File: config.mk
export PLATFORM = sky130hd
export DESIGN_NAME = accumulator_alu_with_flags_core
export DESIGN_NICKNAME = d
export VERILOG_FILES = /design/src/aluf_pkg.sv /design/src/aluf_in_stage.sv /design/src/aluf_calc.sv /design/src/accumulator_alu_with_flags_core.sv
export VERILOG_INCLUDE_DIRS = /design/src /design/src/src
export SDC_FILE = /design/constraint.sdc
export NUM_CORES = 1
export LEC_CHECK = 0
export BUFFER_PORTS_ARGS = -buffer_cell sky130_fd_sc_hd__buf_2
export CAP_MARGIN = 20
export CELL_PAD_IN_SITES_DETAIL_PLACEMENT = 1
export CELL_PAD_IN_SITES_GLOBAL_PLACEMENT = 1
export CORE_AREA = 3 3 111 113
export DETAILED_ROUTE_END_ITERATION = 10
export DIE_AREA = 0 0 114 116
export GPL_TIMING_DRIVEN = 0
export PLACE_DENSITY = 0.62
export SYNTH_ARGS = -nofsm -noshare
export SYNTH_HDL_FRONTEND = slang
export SYNTH_SLANG_ARGS = --single-unit
File: constraint.sdc
create_clock -name aclk -period 5.1 [get_ports aclk]
set_input_delay 0.51 -clock aclk [delete_from_list [all_inputs] [get_ports aclk]]
set_output_delay 0.51 -clock aclk [all_outputs]
set_load 0.02 [all_outputs]
File: src/accumulator_alu_with_flags_core_defines.svh
// ----------------------------------------------------------------------------
// accumulator_alu_with_flags_core_defines.svh
// Assertion macros shared by the ALU core.
// ----------------------------------------------------------------------------
`ifndef ACCUMULATOR_ALU_WITH_FLAGS_CORE_DEFINES_SVH
`define ACCUMULATOR_ALU_WITH_FLAGS_CORE_DEFINES_SVH

// Check on every edge once out of reset.
`define ALUF_ASSERT_CLK(label, prop, msg) \
    label: assert property (@(posedge aclk) disable iff (!aresetn) prop) else $error(msg);

// Check on every edge, reset included.
`define ALUF_ASSERT_ALWAYS(label, prop, msg) \
    label: assert property (@(posedge aclk) prop) else $error(msg);

`endif

File: src/aluf_pkg.sv
`timescale 1ns / 1ps
// ----------------------------------------------------------------------------
// aluf_pkg
// Word types and operation codes for the accumulator ALU.
// ----------------------------------------------------------------------------
package aluf_pkg;

    typedef logic [4:0] func_t;

    localparam func_t FN_ADD = 5'd0;
    localparam func_t FN_ADC = 5'd1;
    localparam func_t FN_SUB = 5'd2;
    localparam func_t FN_SBB = 5'd3;
    localparam func_t FN_AND = 5'd4;
    localparam func_t FN_XOR = 5'd5;
    localparam func_t FN_OR  = 5'd6;
    localparam func_t FN_CMP = 5'd7;
    localparam func_t FN_INR = 5'd8;
    localparam func_t FN_DCR = 5'd9;
    localparam func_t FN_DAA = 5'd10;
    localparam func_t FN_CMA = 5'd11;
    localparam func_t FN_STC = 5'd12;
    localparam func_t FN_CMC = 5'd13;
    localparam func_t FN_RLC = 5'd14;
    localparam func_t FN_RRC = 5'd15;
    localparam func_t FN_RAL = 5'd16;
    localparam func_t FN_RAR = 5'd17;

    localparam logic [7:0] DAA_LO_ADJ   = 8'h06;
    localparam logic [7:0] DAA_HI_ADJ   = 8'h60;
    localparam logic [3:0] DAA_LO_LIMIT = 4'h9;
    localparam logic [7:0] DAA_HI_LIMIT = 8'h99;

    typedef struct packed {
        func_t      func;
        logic [7:0] acc_in;
        logic [7:0] operand;
        logic       carry_in;
        logic       aux_carry_in;
    } in_word_t;

    typedef struct packed {
        logic [7:0] result;
        logic       carry_out;
        logic       aux_carry_out;
        logic       parity_out;
        logic       zero_out;
        logic       sign_out;
    } out_word_t;

endpackage

File: src/aluf_in_stage.sv
`timescale 1ns / 1ps
// ----------------------------------------------------------------------------
// aluf_in_stage
// Input register: captures one operation word and holds it for the ALU.
// ----------------------------------------------------------------------------
module aluf_in_stage (
    input  logic               aclk,
    input  logic               aresetn,
    input  logic               s_valid,
    output logic               s_ready,
    input  aluf_pkg::in_word_t s_word,
    input  logic               dn_ready,
    output logic               dn_valid,
    output aluf_pkg::in_word_t dn_word
);
    import aluf_pkg::*;

    logic     valid_reg;
    logic     valid_next;
    in_word_t word_reg;

    // Take a new word whenever the held one leaves or the stage is empty.
    assign s_ready    = !valid_reg || dn_ready;
    assign valid_next = s_ready ? s_valid : valid_reg;

    always_ff @(posedge aclk) begin
        if (!aresetn) begin
            valid_reg <= 1'b0;
        end else begin
            valid_reg <= valid_next;
        end
    end

    always_ff @(posedge aclk) begin
        if (s_valid && s_ready) begin
            word_reg <= s_word;
        end
    end

    assign dn_valid = valid_reg;
    assign dn_word  = word_reg;

endmodule

File: src/aluf_calc.sv
`timescale 1ns / 1ps
// ----------------------------------------------------------------------------
// aluf_calc
// Combinational ALU: result byte and the five flags from one operation word.
// ----------------------------------------------------------------------------
module aluf_calc (
    input  aluf_pkg::in_word_t  op_word,
    output aluf_pkg::out_word_t res_word
);
    import aluf_pkg::*;

    logic [7:0] a;
    logic [7:0] b;
    logic       ci;
    logic       ai;
    logic       bin;
    logic [8:0] sum9;
    logic [4:0] add_nib;
    logic [8:0] diff9;
    logic [4:0] sub_nib;
    logic       lo_fix;
    logic       hi_fix;
    logic [7:0] corr;
    logic [4:0] daa_nib;
    logic [7:0] r;
    logic [7:0] basis;
    logic       cy;
    logic       ac;
    logic       pzs;

    assign a  = op_word.acc_in;
    assign b  = op_word.operand;
    assign ci = op_word.carry_in;
    assign ai = op_word.aux_carry_in;

    // Borrow or carry only for the with-carry forms.
    assign bin = (op_word.func == FN_ADC || op_word.func == FN_SBB) ? ci : 1'b0;

    assign sum9    = {1'b0, a} + {1'b0, b} + {8'd0, bin};
    assign add_nib = {1'b0, a[3:0]} + {1'b0, b[3:0]} + {4'd0, bin};
    assign diff9   = {1'b0, a} - {1'b0, b} - {8'd0, bin};
    assign sub_nib = {1'b0, a[3:0]} + {1'b0, ~b[3:0]} + {4'd0, ~bin};

    assign lo_fix  = (a[3:0] > DAA_LO_LIMIT) || ai;
    assign hi_fix  = (a > DAA_HI_LIMIT) || ci;
    assign corr    = (lo_fix ? DAA_LO_ADJ : 8'h00) | (hi_fix ? DAA_HI_ADJ : 8'h00);
    assign daa_nib = {1'b0, a[3:0]} + {1'b0, corr[3:0]};

    always_comb begin
        r     = a;
        basis = 8'h00;
        cy    = ci;
        ac    = ai;
        pzs   = 1'b0;
        case (op_word.func)
            FN_ADD, FN_ADC: begin
                r     = sum9[7:0];
                basis = sum9[7:0];
                cy    = sum9[8];
                ac    = add_nib[4];
                pzs   = 1'b1;
            end
            FN_SUB, FN_SBB, FN_CMP: begin
                // Compare keeps the accumulator; flags follow the difference.
                r     = (op_word.func == FN_CMP) ? a : diff9[7:0];
                basis = diff9[7:0];
                cy    = diff9[8];
                ac    = sub_nib[4];
                pzs   = 1'b1;
            end
            FN_AND: begin
                r     = a & b;
                basis = a & b;
                cy    = 1'b0;
                ac    = 1'b1;
                pzs   = 1'b1;
            end
            FN_XOR: begin
                r     = a ^ b;
                basis = a ^ b;
                cy    = 1'b0;
                ac    = 1'b0;
                pzs   = 1'b1;
            end
            FN_OR: begin
                r     = a | b;
                basis = a | b;
                cy    = 1'b0;
                ac    = 1'b0;
                pzs   = 1'b1;
            end
            FN_INR: begin
                r     = a + 8'd1;
                basis = a + 8'd1;
                ac    = (a[3:0] == 4'hF);
                pzs   = 1'b1;
            end
            FN_DCR: begin
                r     = a - 8'd1;
                basis = a - 8'd1;
                ac    = (a[3:0] != 4'h0);
                pzs   = 1'b1;
            end
            FN_DAA: begin
                r     = a + corr;
                basis = a + corr;
                cy    = hi_fix;
                ac    = daa_nib[4];
                pzs   = 1'b1;
            end
            FN_CMA: r = ~a;
            FN_STC: cy = 1'b1;
            FN_CMC: cy = ~ci;
            FN_RLC: begin
                r  = {a[6:0], a[7]};
                cy = a[7];
            end
            FN_RRC: begin
                r  = {a[0], a[7:1]};
                cy = a[0];
            end
            FN_RAL: begin
                r  = {a[6:0], ci};
                cy = a[7];
            end
            FN_RAR: begin
                r  = {ci, a[7:1]};
                cy = a[0];
            end
            default: begin
                // Unused codes pass the accumulator, carry and aux carry through; parity, zero and sign read zero.
                r = a;
            end
        endcase
    end

    // Fields in order: result, carry, aux carry, parity, zero, sign
    assign res_word = {r, cy, ac, pzs & ~(^basis), pzs & (basis == 8'h00), pzs & basis[7]};

endmodule

File: src/accumulator_alu_with_flags_core.sv
`timescale 1ns / 1ps
// ----------------------------------------------------------------------------
// accumulator_alu_with_flags_core
// Eight-bit accumulator ALU with carry, parity, aux carry, zero and sign flags.
// ----------------------------------------------------------------------------
// Usage:
//   The s_ channel takes one operation word per accepted handshake: the
//   operation code, the accumulator, the operand byte and the incoming carry
//   and aux carry. The m_ channel returns one result word for each: the new
//   byte and five flags. Both sides use valid/ready.
//   From input accept to m_valid a word passes one input register, the ALU
//   logic and one result register.
//   Throughput is one word per cycle while m_ready stays high; the single pass
//   through the ALU logic between the two registers sets that figure.
//   When the receiver stalls, the result register holds its word and the
//   input register can still take one more word; s_ready drops only when
//   both registers are full.
//   A synchronous low aresetn empties both registers; no result is shown
//   until new words arrive. The block keeps no state between words.
// ----------------------------------------------------------------------------
`include "accumulator_alu_with_flags_core_defines.svh"

module accumulator_alu_with_flags_core (
    input  logic       aclk,
    input  logic       aresetn,
    input  logic       s_valid,
    output logic       s_ready,
    input  logic [4:0] s_func,
    input  logic [7:0] s_acc_in,
    input  logic [7:0] s_operand,
    input  logic       s_carry_in,
    input  logic       s_aux_carry_in,
    output logic       m_valid,
    input  logic       m_ready,
    output logic [7:0] m_result,
    output logic       m_carry_out,
    output logic       m_aux_carry_out,
    output logic       m_parity_out,
    output logic       m_zero_out,
    output logic       m_sign_out
);
    import aluf_pkg::*;

    in_word_t  s_word;
    in_word_t  op_word;
    out_word_t res_word;
    logic      mid_valid;
    logic      mid_ready;
    logic      out_valid_reg;
    logic      out_valid_next;
    out_word_t out_word_reg;

    assign s_word = {s_func, s_acc_in, s_operand, s_carry_in, s_aux_carry_in};

    aluf_in_stage u_in_stage (
        .aclk     (aclk),
        .aresetn  (aresetn),
        .s_valid  (s_valid),
        .s_ready  (s_ready),
        .s_word   (s_word),
        .dn_ready (mid_ready),
        .dn_valid (mid_valid),
        .dn_word  (op_word)
    );

    aluf_calc u_calc (
        .op_word  (op_word),
        .res_word (res_word)
    );

    // Result register advances when empty or when its word is taken.
    assign mid_ready      = !out_valid_reg || m_ready;
    assign out_valid_next = mid_ready ? mid_valid : out_valid_reg;

    always_ff @(posedge aclk) begin
        if (!aresetn) begin
            out_valid_reg <= 1'b0;
        end else begin
            out_valid_reg <= out_valid_next;
        end
    end

    always_ff @(posedge aclk) begin
        if (mid_valid && mid_ready) begin
            out_word_reg <= res_word;
        end
    end

    assign m_valid         = out_valid_reg;
    assign m_result        = out_word_reg.result;
    assign m_carry_out     = out_word_reg.carry_out;
    assign m_aux_carry_out = out_word_reg.aux_carry_out;
    assign m_parity_out    = out_word_reg.parity_out;
    assign m_zero_out      = out_word_reg.zero_out;
    assign m_sign_out      = out_word_reg.sign_out;

    `ALUF_ASSERT_ALWAYS(a_reset_empties, !aresetn |=> !m_valid && s_ready, "reset left a word held")
    `ALUF_ASSERT_CLK(a_mid_moves, mid_valid && mid_ready |=> m_valid, "ALU word not registered")
    `ALUF_ASSERT_CLK(a_full_stall, !s_ready |-> mid_valid && m_valid && !m_ready, "input blocked while space left")
    `ALUF_ASSERT_CLK(a_zero_flags, m_valid && m_zero_out |-> m_parity_out && !m_sign_out, "zero flag disagrees with parity or sign")

endmodule

# After elaboration in Yosys (flattened, before gate mapping)
# Index checks and enable logic that the tools add are counted.
[word_totals] regBits=38 in_bits=27 output_inout_bits=15 wordCells=86
[classes] n_addsub=12 order_cmp=2 n_eq_ne=18 muxes=9 n_bitwise=12 n_reduce_logical=20
[op_table] operator="8-bit case mux with 13 select lines" n=1
[op_table] operator="8-bit case mux with 8 select lines" n=1
[op_table] operator="5-bit by 4-bit == test with 1-bit output (second input constant)" n=8
[op_table] operator="5-bit by 3-bit == test with 1-bit output (second input constant)" n=4
[op_table] operator="8-bit OR" n=2
[op_table] operator="4-bit by 4-bit adder with 5-bit output" n=3
[op_table] operator="11-bit OR reduction" n=1
[op_table] operator="5-bit by 1-bit adder with 5-bit output" n=2
[op_table] operator="5-bit by 2-bit == test with 1-bit output (second input constant)" n=2
[op_table] operator="5-bit == test (second input constant)" n=2
[op_table] operator="8-bit by 8-bit adder with 9-bit output" n=1
[op_table] operator="9-bit by 1-bit adder with 9-bit output" n=1
[op_table] operator="8-bit by 8-bit subtractor with 9-bit output" n=1
[op_table] operator="9-bit by 1-bit subtractor with 9-bit output" n=1
[op_table] operator="8-bit by 1-bit adder with 8-bit output (second input constant)" n=1
[op_table] operator="8-bit adder" n=1
[op_table] operator="8-bit AND" n=1
[op_table] operator="8-bit greater-than comparator (second input constant)" n=1
[op_table] operator="8-bit zero test" n=1
[op_table] operator="8-bit two-way mux" n=1
[op_table] operator="8-bit inverter" n=1
[op_table] operator="1-bit case mux with 8 select lines" n=1
[op_table] operator="2-bit OR reduction" n=4
[op_table] operator="8-bit parity" n=1
[op_table] operator="other kinds (18)" n=30

# Logic depth before layout (Yosys ltp)
# Gate-level depths: netlist of run 1.
[depth] depth_word=9 mapped_depth=17 depth_no_buf=16

# Cells and area by module
# Synthesis of run 1 repeated with hierarchy kept, for this count alone.
[unflattened] hier_cells=426 hier_area_um2=3892.5
[by_module_without_submodules] module="aluf_calc" n_inst=1 cells_per_inst=380 area_per_inst_um2=2696.3 seq_area_each_um2=0.0
[by_module_without_submodules] module="aluf_in_stage" n_inst=1 cells_per_inst=28 area_per_inst_um2=748.2 seq_area_each_um2=710.7
[by_module_without_submodules] module="accumulator_alu_with_flags_core" n_inst=1 cells_per_inst=18 area_per_inst_um2=447.9 seq_area_each_um2=410.4

# Least setup slack after synthesis of run 1
# Ideal clock, no wire load.
[synth_path] kind="register to register" startpoint="register u_in_stage.word_reg, in the netlist u_in_stage.dn_word[11]" endpoint="register out_word_reg, in the netlist m_parity_out, data pin" setup_time_ns=0.264 t_arrival_ns=3.464 required_time_ns=4.836 slack_ns=1.372 stages_incl_launch_ff=17 path_buffers=1 period_less_slack_ns=3.728 cell_sequence="edfxtp_1 buf_2 inv_1 ha_1 o21ai_0 a311oi_1 o21bai_1 ha_1 a41oi_1 xor2_1 nor2_1 nor4_1 a21boi_0 ha_1 xor2_1 xnor2_1 nor2_1"
[synth_lines] item="start, declared" line="aluf_in_stage.sv:20" source="in_word_t word_reg;"
[synth_lines] item="start signal, assigned" line="aluf_in_stage.sv:36" source="word_reg <= s_word;"
[synth_lines] item="end signal, assigned" line="accumulator_alu_with_flags_core.sv:85" source="out_word_reg <= res_word;"
[synth_lines] item="end, declared" line="accumulator_alu_with_flags_core.sv:51" source="out_word_t out_word_reg;"

==> results of run 1 <==
-- area by class of cell --
cell class,instances,area (µm²)
timing repair buffer,44,235
clock buffer,6,129
tap,143,179
multi-input combinational,349,2580
inverter,33,124
sequential,38,1120
buffer,24,126
clock inverter,2,8.76
fill,1403,6920
-- per-layer routing --
| layer | part of all wire (%) | vias to the layer above | GRT usage [%] |
|---|---|---|---|
| li1 | - | 1743 | - |
| met1 | 45 | 1792 | 27.9 |
| met2 | 47 | 111 | 34.8 |
| met3 | 5.3 | 16 | 3.50 |
| met4 | 2.1 | 0 | 6.25 |
| met5 | 0 | - | 0 |
-- Yosys cell counts (6+ instances only) --
cell type	instances
a211oi_1	8
a21o_1	7
a21oi_1	28
a31oi_1	11
buf_2	11
clkbuf_1	6
edfxtp_1	36
ha_1	45
inv_1	31
mux2i_1	9
nand2_1	32
nand2b_1	7
nand3_1	12
nor2_1	35
nor2b_1	7
nor3_1	12
nor4_1	6
o211ai_1	7
o21ai_0	23
xnor2_1	13
xor2_1	7
-- where the power goes --
part	internal [mW]	switching, mW	leakage (nW)	total (mW)
sequential	0.367	0.0164	0.363	0.384
combinational	0.137	0.226	1.39	0.363
clock	0.179	0.134	0.0683	0.313
-- registers in the layout, summed over array words and instances (netlist names) --
signal and cells:
m_sign_out 1, m_carry_out 1, m_parity_out 1, m_valid 1, m_aux_carry_out 1, m_result 8
m_zero_out 1, u_in_stage.dn_word 23, u_in_stage.dn_valid 1
-- through the flow --
step | worst slack, ns | cell area (µm²) | total power, mW
detailed placement | 0.201 | 4330 | 0.745
CTS | 0.160 | 4470 | 1.06
global route | 0.139 | 4500 | 1.12
floorplan | 1.37 | 3930 | 0.631
finish | 0.316 | 4500 | 1.06
global placement | 0.274 | 4320 | 0.738
-- worst max-delay path by stage --
stage,startpoint,to,slack [ns],depth (start not counted)
floorplan,u_in_stage.dn_word[11],m_parity_out,1.37,16
global placement,u_in_stage.dn_word[21],m_parity_out,0.27,16
detailed placement,u_in_stage.dn_word[21],m_parity_out,0.20,16
CTS,u_in_stage.dn_word[21],m_parity_out,0.16,16
global route,u_in_stage.dn_word[11],m_parity_out,0.14,16
finish,u_in_stage.dn_word[11],m_parity_out,0.32,17
-- cells in the final DEF, fill, tap and decap left out, types with 5 or more instances in the layout --
| master | count |
|---|---|
| ha_1 | 45 |
| nor2_1 | 35 |
| nor2b_1 | 7 |
| nand3_1 | 12 |
| o211ai_1 | 7 |
| nor3_1 | 11 |
| nand2_1 | 32 |
| fa_1 | 5 |
| o22ai_1 | 5 |
| nand2b_1 | 7 |
| a31oi_1 | 11 |
| a21oi_1 | 28 |
| inv_1 | 31 |
| xnor2_1 | 13 |
| xor2_1 | 7 |
| o21ai_0 | 23 |
| edfxtp_1 | 36 |
| a21o_1 | 7 |
| buf_4 | 6 |
| a221oi_1 | 5 |
| mux2i_1 | 9 |
| clkbuf_1 | 7 |
| clkbuf_16 | 5 |
| buf_2 | 52 |
| a211oi_1 | 8 |
-- worst register-to-register path: cells and delay by family, from the launching register on --
family          cells  cell delay [ns]
compound gates      5             1.48
xor+xnor            3             0.45
fa+ha+maj           4             1.19
buf+inv             3             0.56
flops               1             0.57
simple gates        2             0.25
-- cell families (layout without fill, tap and decap cells) --
group	after synthesis	after routing	share of synthesized area, %
simple gates	134	134	17.3
mux	13	13	3.44
buf+inv	57	109	6.36
compound gates	132	132	23.1
fa+ha+maj	50	50	16.9
flops	38	38	28.5
xor+xnor	20	20	4.45
-- repair_timing --
action,in CTS,in global routing
gates resized for setup,0,2
endpoints found under the setup margin,0,1
hold buffers,0,0
==> impl_metrics.json, run 1 <==
{
  "outcome": "complete, no violations",
  "period_minus_slack_ns": 4.78,
  "endpoint_kind": "flip-flop",
  "finalSetupTns_ns": 0,
  "die_area_mm2": 0.0132,
  "rsz0062_at_grt": "false",
  "crit_family": "compound AO/OA/AOI/OAI gates",
  "antenna_left": 0,
  "worstPathRequired_ns": 5.12,
  "synth_top_flop_cell": "edfxtp_1",
  "syn-instance-count": 444,
  "insertion_delay_ns": 0.30,
  "r2r_end": "m_parity_out",
  "synth_edf_count": 36,
  "cts_max_level": 2,
  "drtIter0Drc": 228,
  "post-cts-setup-buffer-count": 0,
  "cp_max_fo": 9,
  "finalHoldViolations": 0,
  "first_global_vias": 3629,
  "route.detailed.drc": 0,
  "leakage_nw": 1.82,
  "crit_path_start_kind": "flip-flop",
  "fin_cells": 639,
  "drv_cap": 0,
  "syn_area_per_cell_um2": 8.86,
  "initial_core_util_pct": 34.5,
  "syn2layout_area_growth_pct": 14.5,
  "wl_per_cell_um": 21.3,
  "grt_overflow": 0,
  "crit_path_top_delay_cell": "edfxtp_1",
  "fin_crit_sh_pct": 93.8,
  "r2r-start": "u_in_stage.dn_word[11]",
  "wirelength_um": 13600,
  "clkSlewWorstSetupHoldPaths_ns": 0.06,
  "grt_pass1_wl_um": 20800,
  "synth_top_area_share_pct": 27.5,
  "fin_hold_ws_ns": 0.380,
  "io_pins": 42,
  "num_vias": 3662,
  "cts_root_buf": "clkbuf_16",
  "rr_worst_depth": 17,
  "holdPathEnd": "u_in_stage.dn_word[12]",
  "design.core.area_mm2": 0.0114,
  "synth_area_leader_cell": "edfxtp_1",
  "finalNetCount": 572,
  "worstHoldStart": "s_acc_in[2]",
  "crit_path_max_incr_delay_ns": 0.57,
  "synth_area_leaders": "edfxtp_1 27%, ha_1 14%, a21oi_1 3.6%",
  "clock-sinks": 38,
  "clockBufferDepth": 2,
  "dieWidth_um": 114,
  "reg2reg_setup_slack_ns": 0.32,
  "slew_headroom_pct": 44.1,
  "synth-async-reset-ratio_pct": 0,
  "synth_warnings": 0,
  "finalMaxSlewViolations": 0,
  "antenna_found_initial": 0,
  "finalClockSkew_ns": 0.00786,
  "io_buffers": 41,
  "crit_chain": "buf_2, inv_1, ha_1, o21ai_0, a21o_1, ha_1, inv_1, fa_1, nor2_1, xnor2_1, o22ai_1, a221oi_1, a21boi_0, ha_1, xnor2_1, xnor2_1, nor2_1",
  "holdPathStages": 1,
  "powerDensity_mw_per_mm2": 235,
  "syn_area_mm2": 0.00393,
  "dp_hpwl_um": 10500,
  "ys_ff_latch": 38,
  "gp_congestion": 0.919,
  "grt_max_degree": 24,
  "crit_type": "flip-flop to flip-flop",
  "max_freq_ghz": 0.209,
  "synth_nets": 521,
  "cts_tree": "done",
  "critPathArrivalTime_ns": 4.80,
  "die_y_um": 116,
  "yosys.cell_types.count": 61,
  "vias_per_cell": 5.73,
  "drive_above_1_share_pct": 16.7,
  "cts_buffers": 5,
  "ys_seq_area_share_pct": 28.5,
  "grtUsageTotal_pct": 20.9,
  "utilization_pct": 39.4,
  "drt_pass1_iterations": 5,
  "worst-path-buf-inv": 3,
  "worstMarginPinSlew_ns": 0.830,
  "antennaDiodeCount": 0,
  "setup_viol": 0,
  "ir_drop_v": 0.000141,
  "rows": 39,
  "place_inst": 629,
  "min_path_type": "input pin to flip-flop"
}
Note: power is estimated with default switching activity, not from simulation.
==> inputs of run 2 (changes only) <==
--- a/config.mk
+++ b/config.mk
@@ -14,7 +14,7 @@
 export DETAILED_ROUTE_END_ITERATION = 10
 export DIE_AREA = 0 0 114 116
 export GPL_TIMING_DRIVEN = 0
-export PLACE_DENSITY = 0.62
+export PLACE_DENSITY = 0.65
 export SYNTH_ARGS = -nofsm -noshare
 export SYNTH_HDL_FRONTEND = slang
 export SYNTH_SLANG_ARGS = --single-unit
==> constraint.sdc (replaced) <==
create_clock -name aclk -period 4.1 [get_ports aclk]
set_input_delay 0.41 -clock aclk [delete_from_list [all_inputs] [get_ports aclk]]
set_output_delay 0.41 -clock aclk [all_outputs]
set_load 0.02 [all_outputs]
==> run 2 against run 1 <==
Net effect: critical path depth unchanged; sequential power up 24%; critical endpoint unchanged; sequential cell count unchanged; largest power group unchanged; core utilization up 1.1 points; global-route usage up 0.39 points; via count up 2.3%; combinational power up 30%; hold slack worse by 0.094 ns; clock power up 18%.
==> impl_metrics.json, run 2 (synthesis gave the netlist of run 1 again) <==
{
  "route.detailed.drc": 0,
  "slew_headroom_pct": 33.0,
  "drt_pass1_iterations": 5,
  "clockBufferDepth": 2,
  "setup_viol": 0,
  "regArea_mm2": 0.00112,
  "dieWidth_um": 114,
  "largest_reg_flops": 23,
  "clock-sinks": 38,
  "first_global_vias": 3796,
  "cts_buffers": 5,
  "min_path_type": "input pin to flip-flop",
  "design.core.area_mm2": 0.0114,
  "cp_max_fo": 9,
  "cts_root_buf": "clkbuf_16",
  "clkSlewWorstSetupHoldPaths_ns": 0.06,
  "max_freq_ghz": 0.254,
  "powerDensity_mw_per_mm2": 284,
  "internal-power_mw": 0.859,
  "placed_area_mm2": 0.00432,
  "antenna_found_initial": 0,
  "fin_area_mm2": 0.00463,
  "top_layer": "met4",
  "ir_drop_v": 0.000197,
  "worstMarginPinSlew_ns": 0.996,
  "fin_crit_sh_pct": 95.9,
  "rows": 39,
  "nFillCells": 1362,
  "gp_congestion": 0.931,
  "finalMaxSlewViolations": 0,
  "layout_common_cells": "51 x buf_2, 44 x ha_1, 36 x edfxtp_1",
  "swShare_pct": 34.8,
  "finalClockSkew_ns": 0.00479,
  "die_y_um": 116,
  "crit_path_start_kind": "flip-flop",
  "p_clk_share_pct": 28.0,
  "grt_pass1_wl_um": 21200,
  "syn2layout_area_growth_pct": 17.8,
  "finalNetCount": 580,
  "switchingPower_mw": 0.458,
  "combPwrFrac_pct": 35.8,
  "leakage_nw": 1.89,
  "initial_core_util_pct": 34.5,
  "drtIter0Drc": 283,
  "endpoint_kind": "flip-flop",
  "vias_per_cell": 5.81,
  "finalHoldViolations": 0,
  "io_buffers": 41,
  "route.met2.wl_um": 6620,
  "m1WireLength_um": 6080,
  "io_pins": 42,
  "worstPathRequired_ns": 4.12,
  "grt_overflow": 0,
  "grtUsageTotal_pct": 21.3,
  "place_ws_ns": -0.792,
  "die_area_mm2": 0.0132,
  "fin_ws_ns": 0.170,
  "dp_hpwl_um": 10500,
  "total_power_mw": 1.32,
  "critPathArrivalTime_ns": 3.95,
  "wirelength_um": 13800,
  "grt_max_degree": 24,
  "holdBufCountCts": 0,
  "utilization_pct": 40.6,
  "antennaDiodeCount": 0,
  "crit_type": "flip-flop to flip-flop",
  "drv_cap": 0,
  "period_minus_slack_ns": 3.93,
  "mostFrequentLayoutCell": "buf_2",
  "wl_met3_um": 716,
  "finalSetupTns_ns": 0,
  "insertion_delay_ns": 0.30,
  "pwr-share-seq_pct": 36.1,
  "cts_max_level": 2,
  "drive_above_1_share_pct": 20.7,
  "multi_input_area_mm2": 0.00264,
  "cts_tree": "done",
  "antenna_left": 0,
  "outcome": "complete, no violations",
  "num_vias": 3748,
  "wl_per_cell_um": 21.3
}
[run 2: critical path: stages, from the launching register on]
cell,delay (ns)
edfxtp_1,0.38
buf_4,0.20
inv_2,0.10
ha_2,0.24
o21ai_2,0.23
a21o_1,0.20
ha_1,0.21
inv_1,0.07
fa_1,0.44
nor2_2,0.17
xnor2_1,0.13
o22ai_1,0.11
a221oi_2,0.33
a21boi_0,0.23
ha_1,0.28
xnor2_2,0.15
xnor2_1,0.15
nor2_1,0.05
[run 2: through the flow]
step / cells / hold WS (ns)
after detailed placement: 628 / 0.522
final: 645 / 0.286
after floorplan: 444 / 0.477
after CTS: 635 / 0.275
after global routing: 645 / 0.274
after global placement: 628 / 0.496
[run 2: worst paths after layout]
kind / start / endpoint / slack [ns] / cells after the start
hold / removal: s_operand[4] / u_in_stage.dn_word[6] / 0.29 / 1
hold reg to reg: u_in_stage.dn_valid / m_valid / 0.54 / 1
setup reg to reg: u_in_stage.dn_word[11] / m_parity_out / 0.17 / 17
setup / recovery: u_in_stage.dn_word[11] / m_parity_out / 0.17 / 17
[run 2: per-layer routing]
metal  track usage [%]  vias up
li1                  -     1757
met1              27.4     1852
met2              35.8      116
met3              3.60       23
met4              8.08        0
met5                 0        -
[run 2: repair_timing]
item / 4_1_cts / 5_1_grt
setup endpoints to repair: 4 / 1
buffers inserted: 1 / 9
gates resized for setup: 13 / 11
pin swaps: 1 / 3
[run 2: power by group through the flow]
stage / Sequential, mW / Combinational (mW) / Clock (mW)
after floorplan: 0.491 / 0.294 / 0
after global placement: 0.485 / 0.428 / 0
after detailed placement: 0.486 / 0.436 / 0
after CTS: 0.477 / 0.447 / 0.386
after global routing: 0.479 / 0.512 / 0.401
final: 0.476 / 0.472 / 0.369
[run 2: area by class of cell]
class	count	share of cell area, %
Clock inverter	1	0.0810
Tap cell	143	3.86
Sequential cell	38	24.2
Buffer	23	2.78
Clock buffer	5	2.70
Inverter	33	2.67
Timing Repair Buffer	53	6.75
Multi-Input combinational cell	349	57.0
